`src/rtl/core/pfr_pkg.sv`:
```
package pfr_pkg;

    // Defaults for the top-level parameters
    localparam int DEF_MAX_GLYPH_WIDTH  = 16;
    localparam int DEF_MAX_GLYPH_HEIGHT = 16;
    localparam int DEF_CHAR_SLOTS       = 256;
    localparam int DEF_POSITION_BITS    = 16;

    // Stream and configuration port widths
    localparam int IN_DATA_BITS  = 40;
    localparam int IN_USER_BITS  = 3;
    localparam int OUT_DATA_BITS = 72;
    localparam int CFG_IDX_BITS  = 3;
    localparam int CFG_DATA_BITS = 9;

    // Character code that advances by the space width
    localparam logic [7:0] SPACE_CODE = 8'h20;

    // Input item kinds
    typedef enum logic [2:0] {
        KIND_LOAD_WIDTH = 3'd0,
        KIND_LOAD_ROW   = 3'd1,
        KIND_START      = 3'd2,
        KIND_RENDER     = 3'd3,
        KIND_END        = 3'd4
    } kind_t;

    // Configuration register indexes
    typedef enum logic [2:0] {
        REG_CHAR_COUNT   = 3'd0,
        REG_SPACE_WIDTH  = 3'd1,
        REG_GLYPH_HEIGHT = 3'd2,
        REG_MAX_WIDTH    = 3'd3,
        REG_FOREGROUND   = 3'd4
    } cfg_reg_t;

    // Pen advance selection
    typedef enum logic [1:0] {
        ADV_NONE  = 2'd0,
        ADV_SPACE = 2'd1,
        ADV_MAX   = 2'd2,
        ADV_GLYPH = 2'd3
    } adv_t;

    // Controller to datapath commands
    typedef struct packed {
        logic       take;       // input transfer this cycle
        adv_t       adv;        // pen advance
        logic       rd_en;      // issue a glyph row read
        logic [3:0] rd_row;     // glyph row to read
        logic       out_seg;    // load output with the fetched row segment
        logic [3:0] out_row;    // image row of that segment
        logic       out_last;   // final row of the character
        logic       out_total;  // load output with the total width
    } ctrl_cmd_t;

    // Datapath to controller status
    typedef struct packed {
        kind_t      kind;       // kind of the offered input item
        logic       unknown;    // offered code has no glyph
        logic       space;      // offered code is the space code
        logic [4:0] rows;       // glyph rows to emit, clamped
        logic       out_free;   // output register can take a result
    } dp_status_t;

endpackage

```
`src/rtl/core/pfr_ctrl.sv`:
```
module pfr_ctrl
(
    input  logic                   clk,
    input  logic                   rst_n,
    input  logic                   s_tvalid,
    output logic                   s_tready,
    input  pfr_pkg::dp_status_t    status,
    output pfr_pkg::ctrl_cmd_t     cmd
);

    typedef enum logic [2:0] {
        ST_IDLE  = 3'b001,
        ST_ROWS  = 3'b010,
        ST_TOTAL = 3'b100
    } state_t;

    state_t      state_reg, state_next;
    logic [4:0]  rows_reg, rows_next;
    logic [4:0]  issue_row_reg, issue_row_next;
    logic        pend_reg, pend_next;
    logic [3:0]  pend_row_reg, pend_row_next;
    logic        load;
    logic        issue;
    logic        last;

    // Sequence item acceptance and the row fetch / emit pipeline
    always_comb
    begin
        state_next     = state_reg;
        rows_next      = rows_reg;
        issue_row_next = issue_row_reg;
        pend_next      = pend_reg;
        pend_row_next  = pend_row_reg;
        cmd            = '0;
        cmd.adv        = pfr_pkg::ADV_NONE;
        s_tready       = 1'b0;
        load           = 1'b0;
        issue          = 1'b0;
        last           = 1'b0;

        case (state_reg)
            ST_IDLE:
            begin
                s_tready = 1'b1;
                if (s_tvalid)
                begin
                    cmd.take = 1'b1;
                    case (status.kind)
                        pfr_pkg::KIND_RENDER:
                        begin
                            if (status.unknown)
                            begin
                                cmd.adv = pfr_pkg::ADV_MAX;
                            end
                            else if (status.space)
                            begin
                                cmd.adv = pfr_pkg::ADV_SPACE;
                            end
                            else
                            begin
                                state_next     = ST_ROWS;
                                rows_next      = status.rows;
                                issue_row_next = 5'd0;
                                pend_next      = 1'b0;
                            end
                        end
                        pfr_pkg::KIND_END:
                        begin
                            state_next = ST_TOTAL;
                        end
                        default:
                        begin
                        end
                    endcase
                end
            end

            ST_ROWS:
            begin
                load  = pend_reg && status.out_free;
                last  = ((5'(pend_row_reg) + 5'd1) == rows_reg);
                issue = (issue_row_reg < rows_reg) && (!pend_reg || load);

                cmd.rd_en    = issue;
                cmd.rd_row   = issue_row_reg[3:0];
                cmd.out_seg  = load;
                cmd.out_row  = pend_row_reg;
                cmd.out_last = last;

                if (issue)
                begin
                    pend_next      = 1'b1;
                    pend_row_next  = issue_row_reg[3:0];
                    issue_row_next = issue_row_reg + 5'd1;
                end
                else if (load)
                begin
                    pend_next = 1'b0;
                end

                // Advance the pen once the last row is handed over, or at once when there are no rows
                if ((rows_reg == 5'd0) || (load && last))
                begin
                    cmd.adv    = pfr_pkg::ADV_GLYPH;
                    state_next = ST_IDLE;
                end
            end

            ST_TOTAL:
            begin
                if (status.out_free)
                begin
                    cmd.out_total = 1'b1;
                    state_next    = ST_IDLE;
                end
            end

            default:
            begin
                state_next = ST_IDLE;
            end
        endcase
    end

    always_ff @(posedge clk or negedge rst_n)
    begin
        if (!rst_n)
        begin
            state_reg     <= ST_IDLE;
            rows_reg      <= 5'd0;
            issue_row_reg <= 5'd0;
            pend_reg      <= 1'b0;
            pend_row_reg  <= 4'd0;
        end
        else
        begin
            state_reg     <= state_next;
            rows_reg      <= rows_next;
            issue_row_reg <= issue_row_next;
            pend_reg      <= pend_next;
            pend_row_reg  <= pend_row_next;
        end
    end

endmodule

```
`config.mk`:
```
export PLATFORM = sky130hd
export DESIGN_NAME = pfr_ctrl
export DESIGN_NICKNAME = d
export VERILOG_FILES = /design/src/rtl/core/pfr_pkg.sv /design/src/rtl/core/pfr_ctrl.sv
export SDC_FILE = /design/constraint.sdc
export NUM_CORES = 1
export LEC_CHECK = 0
export ABC_CLOCK_PERIOD_IN_PS = 2100
export BUFFER_PORTS_ARGS = -buffer_cell sky130_fd_sc_hd__buf_2
export CAP_MARGIN = 20
export CELL_PAD_IN_SITES_DETAIL_PLACEMENT = 1
export CELL_PAD_IN_SITES_GLOBAL_PLACEMENT = 1
export CORE_MARGIN = 1
export CORE_UTILIZATION = 39
export DETAILED_ROUTE_END_ITERATION = 6
export PLACE_DENSITY_LB_ADDON = 0.1
export SLEW_MARGIN = 20
export SYNTH_ARGS = -nofsm -noshare
export SYNTH_HDL_FRONTEND = slang
export SYNTH_SLANG_ARGS = --single-unit
```
`constraint.sdc`:
```
create_clock -name clk -period 2.1 [get_ports clk]
set_input_delay 0.105 -clock clk [delete_from_list [all_inputs] [get_ports clk]]
set_output_delay 0.105 -clock clk [all_outputs]
set_load 0.05 [all_outputs]
```
Word level (Yosys, flattened, before mapping)
Cells that the tools add are included.
{ "classes": {"n_addsub": 2, "bitwise": 2, "n_eq_ne": 17, "n_reduce_logical": 13, "muxes": 31, "n_lt_le_gt_ge": 1} }
{ "op_table": {"columns": ["cell", "count"], "rows": [
  ["5-bit 2-to-1 mux", 5],
  ["3-bit 2-to-1 mux", 6],
  ["6-bit AND reduction", 3],
  ["2-bit != test (second input constant)", 6],
  ["1-bit 2-to-1 mux", 11],
  ["11-bit 2-to-1 mux", 1],
  ["5-bit case mux with 2 select lines", 1],
  ["3-bit != test (second input constant)", 3],
  ["3-bit case mux with 3 select lines", 1],
  ["3-bit by 2-bit == test with 1-bit output (second input constant)", 2],
  ["3-bit == test (second input constant)", 2],
  ["2-bit 2-to-1 mux", 3],
  ["3-bit case mux with 2 select lines", 1],
  ["4-bit by 1-bit adder with 5-bit output (second input constant)", 1],
  ["5-bit by 1-bit adder with 5-bit output (second input constant)", 1],
  ["5-bit == test", 1],
  ["5-bit zero test", 1],
  ["5-bit < comparator", 1],
  ["5-bit AND reduction", 1],
  ["2-bit case mux with 2 select lines", 1],
  ["3-bit by 1-bit == test with 1-bit output (second input constant)", 1],
  ["1-bit logical AND", 3],
  ["3-bit by 1-bit != test with 1-bit output (second input constant)", 1],
  ["1-bit logical OR", 2],
  ["6 further kinds", 7]
]} }
{ "totals": {"register_bits": 18, "wordCells": 71, "output_inout_bits": 16} }

Depth between registers and ports, before layout
{ "depth": {"depth_word": 6, "depth_mapped": 8, "depth_no_buf": 8} }

Worst setup path before layout
OpenSTA, ideal clock, no wires.
{ "synth_timing": {"path_type": "reg2out", "startpoint": "register state_reg[0]", "endpoint": "output cmd[12] in the netlist's numbering", "path_stages_with_launch": 6, "t_arrival_ns": 2.262, "setup_slack_ns": -0.267, "path_cell_list": "dfstp_2 -> nor3b_2 -> nand2_1 -> nor3_2 -> nand3b_1 -> o211ai_1"} }
{ "synth_rtl": {"columns": ["item", "line_no", "rtl"], "rows": [
  ["from (decl)", "pfr_ctrl.sv:17", "state_t state_reg, state_next;"],
  ["from (signal assigned)", "pfr_ctrl.sv:137", "state_reg <= state_next;"],
  ["to (decl)", "pfr_ctrl.sv:8", "output pfr_pkg::ctrl_cmd_t cmd"]
]} }

==> flow_summary.json <==
{
  "grt_max_degree": 19,
  "fin_ws_ns": -0.0119,
  "grt_usage_pct": 22.0,
  "cts_tree": "yes",
  "hpwl_mm": 2.53,
  "grt_pass1_vias": 1137,
  "synth.avg_cell_area_um2": 9.51,
  "hold_viol": 0,
  "diodes": 0,
  "finalCritPeriodShare_pct": 101,
  "rsz0062_at_grt": "yes",
  "dr_total_vias": 1118,
  "max_freq_mhz": 473,
  "synth-main-ff-cell": "dfrtp_1",
  "yosysWarnings": 0,
  "die_y_um": 58.3,
  "grt_util_met2_pct": 38.9,
  "required_ns": 2.00,
  "utilization_pct": 52.9,
  "slew_viol_final": 0,
  "wl_per_cell_um": 15.8,
  "tns_ns": -0.0119,
  "worstPathMaxFanout": 4,
  "cts_htree_levels": 1,
  "clk_pin_slew_ns": 0.12,
  "grtUsageMet1_pct": 28.5,
  "slew_headroom_pct": 66.8,
  "skew_ns": 0.00742,
  "power.density_nw_per_um2": 578,
  "synthArstFlopShare_pct": 100,
  "critPathKind": "register to primary output",
  "ant_nets": 0,
  "clock_sinks": 18,
  "endpoint_kind": "primary output",
  "synth_top_area_share_pct": 34.4,
  "tightest_slew_ns": 0.494,
  "fp.coreArea_um2": 3030,
  "grtUsageMet3_pct": 2.64,
  "syn2layout_area_growth_pct": 29.6,
  "drive_above_1_share_pct": 40.8,
  "drcViolationCount": 0,
  "hold_class": "input port to register",
  "synth_edf_count": 0,
  "worst_setup_path_start_kind": "register",
  "period_minus_slack_ns": 2.11,
  "grt_pass1_wl_mm": 5.55,
  "ys_seq_elements": 18,
  "initial_core_util_pct": 40.8,
  "antenna_found_initial": 0,
  "drv_cap": 0,
  "fin_nets": 190,
  "finalPower_uw": 926,
  "port_buffers": 29,
  "drt_pre_antenna_iters": 4,
  "root_buffer": "clkbuf_4",
  "yosys.area.top_type": "dfrtp_1",
  "setup_viol": 1,
  "final_cell_mix": "26 x buf_2, 14 x dfrtp_1, 12 x nand2_1",
  "violations": "setup timing",
  "synth.cell_area_um2": 1240,
  "ys_seq_area_share_pct": 36.5,
  "globalRouteOverflowTotal": 0,
  "drtIter0Drc": 32,
  "grt-busiest-layer": "met2",
  "place_congestion": 0.809,
  "viasPerCell": 5.25,
  "io_pins": 30,
  "clk_path_buf_depth": 2,
  "status": "finished with violations",
  "cp.arrival_ns": 2.01,
  "synth.net_count": 150,
  "synth.area.top_cells": "dfrtp_1 34%, ha_1 6.1%, mux2_2 4.6%, nand2_1 3.9%, o21ai_0 3.6%",
  "die_area_um2": 3400,
  "cts-buffers-inserted": 3,
  "dp_slack_ns": 0.0968,
  "syn_inst": 130,
  "die_x_um": 58.3,
  "p_leak_nw": 0.775,
  "layout_commonest_cell": "buf_2",
  "synth.distinct_cells": 47,
  "num_rows": 20,
  "ir_worst_vdd_uv": 367,
  "clock_latency_ns": 0.31,
  "drt_wl_total_mm": 3.36
}
-- stage by stage --
| step | cells | area (um^2) | hold slack [ns] |
|---|---|---|---|
| floorplan | 130 | 1250 | -0.191 |
| global placement | 203 | 1450 | 0.0633 |
| detailed placement | 203 | 1450 | 0.0668 |
| CTS | 210 | 1540 | 0.0141 |
| global route | 213 | 1600 | 0.00933 |
| finish | 213 | 1600 | 0.0109 |
-- cells in the mapped netlist (2+ instances only) --
cell      instances
a41oi_1           2
a21oi_1           2
nand3_1           5
xor2_1            2
ha_1              6
dfrtp_1          17
or3_1             2
mux2_2            5
xnor2_1           2
o211ai_1          2
nand2b_1          3
inv_1            10
o21ai_0           9
mux2_1            2
nand2_1          13
nor2_1           10
a31oi_1           2
a21boi_0          2
and2_1            6
-- area by class of cell --
type                       instances  area [um^2]
fill                             369         1430
multi-input combinational         98          786
sequential                        18          455
timing repair buffer              38          223
tap                               44         55.1
inverter                          11         46.3
clock buffer                       4         36.3
-- routing by layer --
layer,share of wire [%],routed length [um],vias up
met2,52,1730,21
met1,45,1510,553
met4,1.0,34,0
li1,-,-,540
met3,2.3,76,4
met5,0,0,-
-- power by group --
part / switching, mW / internal [mW]
clock network: 0.126 / 0.106
logic: 0.149 / 0.120
registers: 0.0452 / 0.380
total: 0.320 / 0.606
-- critical path, stage by stage (launching register included) --
cell	delay, ns
dfrtp_1	0.44
or4_4	0.56
or3_1	0.35
o211ai_1	0.12
buf_4	0.23
-- logic make-up after synthesis --
family / after synthesis / synth area share (%)
buf+inv: 14 / 5.57
compound gates: 29 / 18.6
simple gates: 52 / 24.0
fa+ha+maj: 6 / 6.07
xor+xnor: 4 / 2.83
flops: 18 / 36.5
mux: 7 / 6.38
-- worst paths after layout --
path,startpoint,endpoint,slack [ns],depth (start not counted)
max,rows_reg[0],cmd[12],-0.01,4
min,status[1],rows_reg[0],0.01,2
max reg2reg,rows_reg[1],pend_row_reg[3],0.17,7
min reg2reg,issue_row_reg[4],issue_row_reg[4],0.53,1
max in group asynchronous,rst_n,state_reg[0],1.51,2
min in group asynchronous,rst_n,state_reg[1],0.25,2
-- what timing repair did --
item	CTS	global route
buffers inserted	2	3
resized for setup	6	10
hold endpoints to repair	17	0
setup endpoints to repair	4	8
hold buffers	1	0
pin swaps	3	2
(Power assumes the default switching activity.)
